[src/hdl/sait_pkg.sv]
// Shared widths, codes and beat types of the swept axis interval test.
package sait_pkg;

    localparam int DATA_WIDTH = 32;
    localparam int FRAC_BITS  = 16;
    localparam int EPS_WIDTH  = DATA_WIDTH - 1;
    localparam int CFG_IDX_W  = 3;
    localparam int CNT_W      = $clog2(DATA_WIDTH + 1);

    localparam logic [CNT_W-1:0] CNT_LAST = CNT_W'(DATA_WIDTH);

    localparam logic [1:0] VERDICT_NONE    = 2'd0;
    localparam logic [1:0] VERDICT_CONTACT = 2'd1;
    localparam logic [1:0] VERDICT_ENTRY   = 2'd2;

    localparam logic [CFG_IDX_W-1:0] REG_TIME_LIMIT  = CFG_IDX_W'(0);
    localparam logic [CFG_IDX_W-1:0] REG_START_ENTRY = CFG_IDX_W'(1);
    localparam logic [CFG_IDX_W-1:0] REG_START_EXIT  = CFG_IDX_W'(2);
    localparam logic [CFG_IDX_W-1:0] REG_SPEED_EPS   = CFG_IDX_W'(3);

    localparam logic [DATA_WIDTH-1:0] FX_ONE = DATA_WIDTH'(1) << FRAC_BITS;

    typedef struct packed {
        logic                         start_req;
        logic signed [DATA_WIDTH-1:0] lo_a;
        logic signed [DATA_WIDTH-1:0] hi_a;
        logic signed [DATA_WIDTH-1:0] lo_b;
        logic signed [DATA_WIDTH-1:0] hi_b;
        logic signed [DATA_WIDTH-1:0] rel_speed;
    } t_in_item;

    typedef struct packed {
        logic [1:0]                   verdict;
        logic signed [DATA_WIDTH-1:0] entry_out;
        logic signed [DATA_WIDTH-1:0] exit_out;
    } t_out_item;

    typedef struct packed {
        logic load;
        logic check;
        logic step;
    } t_div_ctl;

endpackage

[src/hdl/sait_div_lane.sv]
// Radix-2 serial fixed-point divider lane with saturating signed result.
module sait_div_lane (
    input  logic                                   i_clk,
    input  sait_pkg::t_div_ctl                     i_ctl,
    input  logic signed [sait_pkg::DATA_WIDTH-1:0] i_num_a,
    input  logic signed [sait_pkg::DATA_WIDTH-1:0] i_num_b,
    input  logic                                   i_den_neg,
    input  logic        [sait_pkg::DATA_WIDTH-1:0] i_den_mag,
    output logic signed [sait_pkg::DATA_WIDTH-1:0] o_quot
);
    import sait_pkg::*;

    localparam logic [DATA_WIDTH-1:0] QMAX = {1'b0, {(DATA_WIDTH-1){1'b1}}};
    localparam logic [DATA_WIDTH-1:0] QMIN = {1'b1, {(DATA_WIDTH-1){1'b0}}};

    logic                  r_neg;
    logic                  r_ovf;
    logic [DATA_WIDTH-1:0] r_rem;
    logic [DATA_WIDTH-1:0] r_shift;
    logic [DATA_WIDTH-1:0] r_quot;

    logic [DATA_WIDTH:0]   d_ab;
    logic [DATA_WIDTH-1:0] d_ba;
    logic [DATA_WIDTH-1:0] n_mag;
    logic [DATA_WIDTH-1:0] trial;
    logic                  fits;
    logic                  q_big;

    // numerator a - b as sign and magnitude, both differences side by side
    assign d_ab  = {i_num_a[DATA_WIDTH-1], i_num_a} - {i_num_b[DATA_WIDTH-1], i_num_b};
    assign d_ba  = i_num_b - i_num_a;
    assign n_mag = d_ab[DATA_WIDTH] ? d_ba : d_ab[DATA_WIDTH-1:0];

    assign trial = {r_rem[DATA_WIDTH-2:0], r_shift[DATA_WIDTH-1]};
    assign fits  = (trial >= i_den_mag);
    assign q_big = r_quot[DATA_WIDTH-1] & (|r_quot[DATA_WIDTH-2:0]);

    always_ff @(posedge i_clk) begin
        if (i_ctl.load) begin
            r_neg   <= d_ab[DATA_WIDTH] ^ i_den_neg;
            r_ovf   <= 1'b0;
            // top fraction-width bits seed the remainder; the rest shift in a bit a cycle
            r_rem   <= n_mag >> (DATA_WIDTH - FRAC_BITS);
            r_shift <= n_mag << FRAC_BITS;
            r_quot  <= '0;
        end else if (i_ctl.check) begin
            // quotient reaches 2^DATA_WIDTH: saturate regardless of the low bits
            r_ovf <= (r_rem >= i_den_mag);
        end else if (i_ctl.step) begin
            if (fits) begin
                r_rem <= trial - i_den_mag;
            end else begin
                r_rem <= trial;
            end
            r_shift <= r_shift << 1;
            r_quot  <= {r_quot[DATA_WIDTH-2:0], fits};
        end
    end

    always_comb begin
        if (!r_neg) begin
            o_quot = (r_ovf || r_quot[DATA_WIDTH-1]) ? QMAX : r_quot;
        end else begin
            o_quot = (r_ovf || q_big) ? QMIN : DATA_WIDTH'(-r_quot);
        end
    end

endmodule

[src/hdl/swept_axis_interval_test_core.sv]
// Top level of the swept axis interval test: one projection axis per beat.
//
// Input channel (i_in_valid / o_in_ready, payload i_in) takes one axis: the
// two projection intervals, the relative speed and a start flag that reloads
// the running entry and exit times from the start registers first. Output
// channel (o_out_valid / i_out_ready, payload o_out) gives one beat per axis:
// the verdict and the entry and exit times after that axis.
// Configuration channel (i_cfg_valid / o_cfg_ready) writes time_limit,
// start_entry_time, start_exit_time and speed_epsilon by index 0..3; other
// indexes are dropped. Write it only while the block is idle.
// A new axis is taken only in the idle state, so the block cannot take the next axis
// until the current one has left its last step. Both contact times come from two
// radix-2 divider lanes that run side by side, one quotient bit per cycle,
// plus an overflow check ahead of the bits.
// The result sits in an output register, so the next axis is taken while a
// result still waits; a stalled receiver holds the block in its last step
// until the output register frees up. Synchronous reset clears the registers
// to their reset values, the entry time to zero and the exit time to one.
module swept_axis_interval_test_core (
    input  logic                                   i_clk,
    input  logic                                   i_rst_n,
    input  logic                                   i_in_valid,
    output logic                                   o_in_ready,
    input  sait_pkg::t_in_item                     i_in,
    output logic                                   o_out_valid,
    input  logic                                   i_out_ready,
    output sait_pkg::t_out_item                    o_out,
    input  logic                                   i_cfg_valid,
    output logic                                   o_cfg_ready,
    input  logic        [sait_pkg::CFG_IDX_W-1:0]  i_cfg_index,
    input  logic        [sait_pkg::DATA_WIDTH-1:0] i_cfg_data
);
    import sait_pkg::*;

    localparam logic [2:0] ST_IDLE  = 3'd0;
    localparam logic [2:0] ST_LOAD  = 3'd1;
    localparam logic [2:0] ST_DIV   = 3'd2;
    localparam logic [2:0] ST_FIX   = 3'd3;
    localparam logic [2:0] ST_MERGE = 3'd4;
    localparam logic [2:0] ST_DONE  = 3'd5;

    logic [2:0]                   r_state, n_state;
    logic [CNT_W-1:0]             r_cnt;
    t_in_item                     r_item;
    logic                         r_below, r_above, r_sneg, r_szero, r_moving;
    logic [DATA_WIDTH-1:0]        r_smag;
    logic signed [DATA_WIDTH-1:0] r_t0, r_t1;
    logic                         r_t0_gt, r_t1_lt;
    logic signed [DATA_WIDTH-1:0] r_entry, r_exit;
    logic signed [DATA_WIDTH-1:0] r_limit, r_start_entry, r_start_exit;
    logic [EPS_WIDTH-1:0]         r_eps;
    t_out_item                    r_out;
    logic                         r_out_valid;

    logic                         in_fire, out_free, done_fire, away, use_hl;
    t_div_ctl                     div_ctl;
    logic signed [DATA_WIDTH-1:0] a0, b0, a1, b1, q0, q1;
    logic signed [DATA_WIDTH-1:0] e_time, x_time, n_entry, n_exit;
    logic [1:0]                   n_verdict;

    assign o_in_ready  = (r_state == ST_IDLE);
    assign o_cfg_ready = 1'b1;
    assign o_out_valid = r_out_valid;
    assign o_out       = r_out;

    assign in_fire   = i_in_valid && o_in_ready;
    assign out_free  = !r_out_valid || i_out_ready;
    assign done_fire = (r_state == ST_DONE) && out_free;

    // pick numerator pairs: t0 is the near gap, t1 the far gap
    assign use_hl = (r_below || r_above) ? r_below : !r_sneg;
    assign a0 = r_below ? r_item.lo_a : r_item.hi_a;
    assign b0 = r_below ? r_item.hi_b : r_item.lo_b;
    assign a1 = use_hl ? r_item.hi_a : r_item.lo_a;
    assign b1 = use_hl ? r_item.lo_b : r_item.hi_b;

    assign div_ctl.load  = (r_state == ST_LOAD);
    assign div_ctl.check = (r_state == ST_DIV) && (r_cnt == '0);
    assign div_ctl.step  = (r_state == ST_DIV) && (r_cnt != '0);

    sait_div_lane u_lane_t0 (
        .i_clk     (i_clk),
        .i_ctl     (div_ctl),
        .i_num_a   (a0),
        .i_num_b   (b0),
        .i_den_neg (r_sneg),
        .i_den_mag (r_smag),
        .o_quot    (q0)
    );

    sait_div_lane u_lane_t1 (
        .i_clk     (i_clk),
        .i_ctl     (div_ctl),
        .i_num_a   (a1),
        .i_num_b   (b1),
        .i_den_neg (r_sneg),
        .i_den_mag (r_smag),
        .o_quot    (q1)
    );

    always_comb begin
        n_state = r_state;
        case (r_state)
            ST_IDLE:  if (in_fire) n_state = ST_LOAD;
            ST_LOAD:  n_state = ST_DIV;
            ST_DIV:   if (r_cnt == CNT_LAST) n_state = ST_FIX;
            ST_FIX:   n_state = ST_MERGE;
            ST_MERGE: n_state = ST_DONE;
            ST_DONE:  if (out_free) n_state = ST_IDLE;
            default:  n_state = ST_IDLE;
        endcase
    end

    // final decision for the axis
    always_comb begin
        e_time    = r_t0_gt ? r_t0 : r_entry;
        x_time    = r_t1_lt ? r_t1 : r_exit;
        away      = r_below ? (r_sneg || r_szero) : !r_sneg;
        n_verdict = VERDICT_CONTACT;
        n_entry   = r_entry;
        n_exit    = r_exit;
        if (r_below || r_above) begin
            if (away) begin
                n_verdict = VERDICT_NONE;
            end else if ((e_time > r_limit) || (e_time > x_time)) begin
                n_verdict = VERDICT_NONE;
            end else begin
                n_verdict = r_t0_gt ? VERDICT_ENTRY : VERDICT_CONTACT;
                n_entry   = e_time;
                n_exit    = x_time;
            end
        end else if (r_moving) begin
            // exit shrinks even when the axis fails
            n_exit = x_time;
            if (r_entry > x_time) begin
                n_verdict = VERDICT_NONE;
            end
        end
    end

    always_ff @(posedge i_clk) begin
        if (!i_rst_n) begin
            r_state       <= ST_IDLE;
            r_cnt         <= '0;
            r_out_valid   <= 1'b0;
            r_entry       <= '0;
            r_exit        <= FX_ONE;
            r_limit       <= FX_ONE;
            r_start_entry <= '0;
            r_start_exit  <= FX_ONE;
            r_eps         <= EPS_WIDTH'(1);
        end else begin
            r_state <= n_state;

            if (r_state == ST_DIV) begin
                r_cnt <= r_cnt + CNT_W'(1);
            end else begin
                r_cnt <= '0;
            end

            if (done_fire) begin
                r_out_valid <= 1'b1;
            end else if (i_out_ready) begin
                r_out_valid <= 1'b0;
            end

            if (in_fire && i_in.start_req) begin
                r_entry <= r_start_entry;
                r_exit  <= r_start_exit;
            end else if (done_fire) begin
                r_entry <= n_entry;
                r_exit  <= n_exit;
            end

            if (i_cfg_valid) begin
                case (i_cfg_index)
                    REG_TIME_LIMIT:  r_limit       <= i_cfg_data;
                    REG_START_ENTRY: r_start_entry <= i_cfg_data;
                    REG_START_EXIT:  r_start_exit  <= i_cfg_data;
                    REG_SPEED_EPS:   r_eps         <= i_cfg_data[EPS_WIDTH-1:0];
                    default: ;
                endcase
            end
        end
    end

    always_ff @(posedge i_clk) begin
        if (in_fire) begin
            r_item  <= i_in;
            r_below <= (i_in.hi_b < i_in.lo_a);
            r_above <= (i_in.hi_a < i_in.lo_b);
            r_sneg  <= i_in.rel_speed[DATA_WIDTH-1];
            r_szero <= (i_in.rel_speed == '0);
        end
        if (r_state == ST_LOAD) begin
            r_smag <= r_sneg ? DATA_WIDTH'(-r_item.rel_speed) : r_item.rel_speed;
        end
        if (r_state == ST_FIX) begin
            r_t0     <= q0;
            r_t1     <= q1;
            r_moving <= (r_smag > {1'b0, r_eps});
        end
        if (r_state == ST_MERGE) begin
            r_t0_gt <= (r_t0 > r_entry);
            r_t1_lt <= (r_t1 < r_exit);
        end
        if (done_fire) begin
            r_out.verdict   <= n_verdict;
            r_out.entry_out <= n_entry;
            r_out.exit_out  <= n_exit;
        end
    end

    a_accept_loads : assert property (@(posedge i_clk) disable iff (!i_rst_n)
        in_fire |=> (r_state == ST_LOAD))
        else $error("accepted beat did not start a division");

    a_cnt_range : assert property (@(posedge i_clk) disable iff (!i_rst_n)
        (r_state == ST_DIV) |-> (r_cnt <= CNT_LAST))
        else $error("divider step count ran past the quotient width");

    a_result_from_done : assert property (@(posedge i_clk) disable iff (!i_rst_n)
        $rose(o_out_valid) |-> ($past(r_state) == ST_DONE))
        else $error("result beat raised outside the decision step");

    a_entry_verdict : assert property (@(posedge i_clk) disable iff (!i_rst_n)
        (o_out_valid && (o_out.verdict == VERDICT_ENTRY)) |->
            ((o_out.entry_out <= o_out.exit_out) && (o_out.entry_out <= r_limit)))
        else $error("entry verdict with entry time past exit or limit");

endmodule

[config.mk]
export PLATFORM = sky130hd
export DESIGN_NAME = swept_axis_interval_test_core
export DESIGN_NICKNAME = d
export VERILOG_FILES = /design/src/hdl/sait_pkg.sv /design/src/hdl/sait_div_lane.sv /design/src/hdl/swept_axis_interval_test_core.sv
export SDC_FILE = /design/constraint.sdc
export NUM_CORES = 2
export LEC_CHECK = 0
export ABC_AREA = 1
export BUFFER_PORTS_ARGS = -buffer_cell sky130_fd_sc_hd__buf_2
export CORE_MARGIN = 2
export CORE_UTILIZATION = 45
export DETAILED_ROUTE_END_ITERATION = 12
export GPL_TIMING_DRIVEN = 0
export MAX_ROUTING_LAYER = met4
export PLACE_DENSITY_LB_ADDON = 0.15
export SYNTH_ARGS = -nofsm -noshare
export SYNTH_HDL_FRONTEND = slang
export SYNTH_HIERARCHICAL = 1
export SYNTH_SLANG_ARGS = --single-unit
[constraint.sdc]
create_clock -name i_clk -period 26.9 [get_ports i_clk]
set_clock_uncertainty 0.2 [all_clocks]
set_input_delay 5.38 -clock i_clk [delete_from_list [all_inputs] [get_ports i_clk]]
set_output_delay 5.38 -clock i_clk [all_outputs]
set_load 0.03 [all_outputs]
==> results.json <==
{
  "fin_cells": 9377,
  "wl_per_cell_um": 20.7,
  "place_congestion": 1.06,
  "run_status": "finished, violations left",
  "whs_ns": 0.252,
  "tightest_slew_ns": 1.49,
  "final_antenna_net_count": 0,
  "synthFlopType": "edfxtp_1",
  "synth-edff-count": 394,
  "ys_types": 64,
  "cp-end-kind": "flop",
  "ys_async_sr_fraction_pct": 0,
  "maxCapViolations": 1,
  "fin_ws_ns": 19.15,
  "min_path_type": "flop to flop",
  "required_ns": 27.07,
  "cts_root_buf": "clkbuf_16",
  "cts-buffers-inserted": 82,
  "netlist.area_leader.share_pct": 22.4,
  "die_w_um": 346,
  "cp_common_cell": "buf_4",
  "slew_viol_final": 1,
  "rsz0062_at_grt": "no",
  "synth-compound-area-share_pct": 13.9,
  "synth_area_um2": 52800,
  "grt_max_degree": 69,
  "cp_slowest_cell": "buf_4",
  "largest_reg_flops": 160,
  "postRouteWirelength_um": 194000,
  "syn_to_final_growth_pct": 12.3,
  "dp.cells": 9214,
  "drt_iter0_drc": 3854,
  "layout_min_cycle_time_ns": 7.75,
  "num_vias": 50300,
  "synth-xor-area-share_pct": 2.94,
  "ir_drop_mv": 0.0534,
  "viasPerCell": 5.36,
  "worst-path-buf-inv": 13,
  "crit_family": "buffers and inverters",
  "max_slew_margin_pct": -0.667,
  "ctsResizeCount": 0,
  "cts_hold_buffers": 0,
  "grt_pass1_vias": 48000,
  "synth_fp_nets": 8112,
  "clock_latency_ns": 0.69,
  "crit_chain": "buf_2, inv_1, nor4_2, buf_4, buf_4, buf_4, buf_4, buf_4, buf_4, buf_4, buf_4, buf_6, buf_4, buf_6",
  "final.setup.tns_ns": 0,
  "clk_pin_slew_worst_paths_ns": 0.06,
  "fp.dieH_um": 346,
  "leakagePower_nw": 28.6,
  "synth_top_family_by_area": "simple AND/OR/NAND/NOR gates",
  "ys_ff_latch": 693,
  "synthTopCellsByArea": "edfxtp_1 (22%), nand2_1 (14%), ha_1 (12%)",
  "violations": "max-capacitance violations, max-slew violations",
  "grt_usage_pct": 32.5,
  "timing.fmax_mhz": 129,
  "cts_buffer_depth": 3,
  "final.period_utilization_pct": 28.8,
  "synthCells": 7394,
  "setup_viol_count_final": 0,
  "largest_register": "r_item",
  "avgSynthCellArea_um2": 7.14,
  "drt_drc_violations_left": 0,
  "power.total_w": 0.00440,
  "path_max_fanout": 10,
  "synth-adder-area-share_pct": 12.3,
  "coreArea_um2": 116000,
  "worst_setup_path_start_kind": "primary input",
  "power_density_nw_per_um2": 74.2,
  "clock_sinks": 693,
  "layout_common_cells": "nand2_1 (1909), inv_1 (1179), nor2_1 (548)",
  "drive_gt1_share_pct": 8.51,
  "post_cts_buffers": 0,
  "yosysSeqAreaShare_pct": 33.8,
  "worstPathArrival_ns": 7.92,
  "dp.final_hpwl_um": 162000,
  "final_common_cell": "nand2_1",
  "ctsHtreeMaxLevel": 3,
  "drtPass1Iterations": 6,
  "overflow": 0,
  "synthMuxAreaShare_pct": 0,
  "cts_tree": "yes",
  "hold_violations": 0,
  "yosys_warnings": 6,
  "grt_pass1_wl_um": 290000,
  "ioPinCount": 270,
  "place_ws_ns": 18.52,
  "critPathKind": "primary input to flop",
  "initial_core_util_pct": 45.4,
  "synth_top_area_cell": "edfxtp_1",
  "top_regs": "r_item x160, o_out x66",
  "antenna_found_initial": 13,
  "dieArea_um2": 120000,
  "critPathMaxStageDelay_ns": 0.25,
  "synthSimpleGateAreaFrac_pct": 26.3,
  "nNetsFinal": 8492,
  "num_rows": 125,
  "port_buffers": 268
}
==> final timing paths <==
check	depth (start not counted)	slack [ns]	from	to
worst max register to register	21	21.00	r_item[31]	u_lane_t1/r_rem[0]
worst max-delay path	14	19.15	i_in_valid	r_item[132]
worst min register to register	1	0.25	r_cnt[0]	r_cnt[0]
worst min-delay path	1	0.25	r_cnt[0]	r_cnt[0]
==> report_power, final <==
| part | switching [W] | internal [W] | leakage, nW |
|---|---|---|---|
| registers | 0.0000581 | 0.00123 | 6.11 |
| logic | 0.00131 | 0.000603 | 21.1 |
| clock network | 0.000484 | 0.000715 | 1.40 |
| total | 0.00185 | 0.00255 | 28.6 |
==> cells by family (layout without fill, tap and decap cells) <==
group | Yosys count | in the layout
xor gates and xnor gates | 177 | 177
and+or+nand+nor | 3238 | 3238
other | 1 | 14
DFF | 693 | 693
buffers and inverters | 1441 | 1887
adders and majority gates | 517 | 517
AOI/OAI and AO/OA | 1327 | 1327
==> final cells by class <==
cell class / instances / area [µm²]
diodes: 13 / 32.5
plain buffers: 238 / 1160
clock buffers: 103 / 2170
clock inverters: 47 / 734
fillers: 11800 / 56900
inverters: 1203 / 4520
multi-input cells: 5260 / 29300
flip-flops and latches: 693 / 17800
well taps: 1524 / 1910
repair buffers: 296 / 1640
==> routing by layer <==
metal,up-vias,global-route usage (%),part of all wire (%)
li1,25000,-,-
met1,23200,36.7,40
met2,1656,55.3,48
met3,400,3.82,5.1
met4,0,19.8,7.2
met5,-,-,0
==> synthesized netlist by cell type (all sizes together), types with 8 or more instances <==
| cell | count |
|---|---|
| ha | 511 |
| o21ai | 542 |
| nor2 | 569 |
| nand2 | 1963 |
| buf | 90 |
| nor4 | 26 |
| o221ai | 23 |
| a211oi | 11 |
| o21a | 42 |
| or2 | 37 |
| nand3 | 396 |
| nand4 | 113 |
| dfxtp | 299 |
| a21oi | 515 |
| nor3 | 71 |
| xnor2 | 59 |
| a21o | 11 |
| o22ai | 62 |
| clkbuf | 148 |
| edfxtp | 394 |
| a31oi | 8 |
| nand3b | 58 |
| inv | 1198 |
| o21bai | 20 |
| o211ai | 77 |
| xor2 | 118 |
==> metrics by stage <==
step                util [%]  cell area, µm²
CTS                     51.0           59300
floorplan                  -           52800
global placement        48.2           56000
global route            51.0           59300
finish                  51.0           59300
detailed placement      48.5           56400
==> worst reg2reg max path, delay by kind of cell (launching register included) <==
family | cells | cell delay (ns)
simple gates | 11 | 1.26
buf+inv | 6 | 1.74
flops | 1 | 0.59
fa+ha+maj | 1 | 0.43
compound gates | 3 | 1.40
Power figures use the tool's default switching activity.
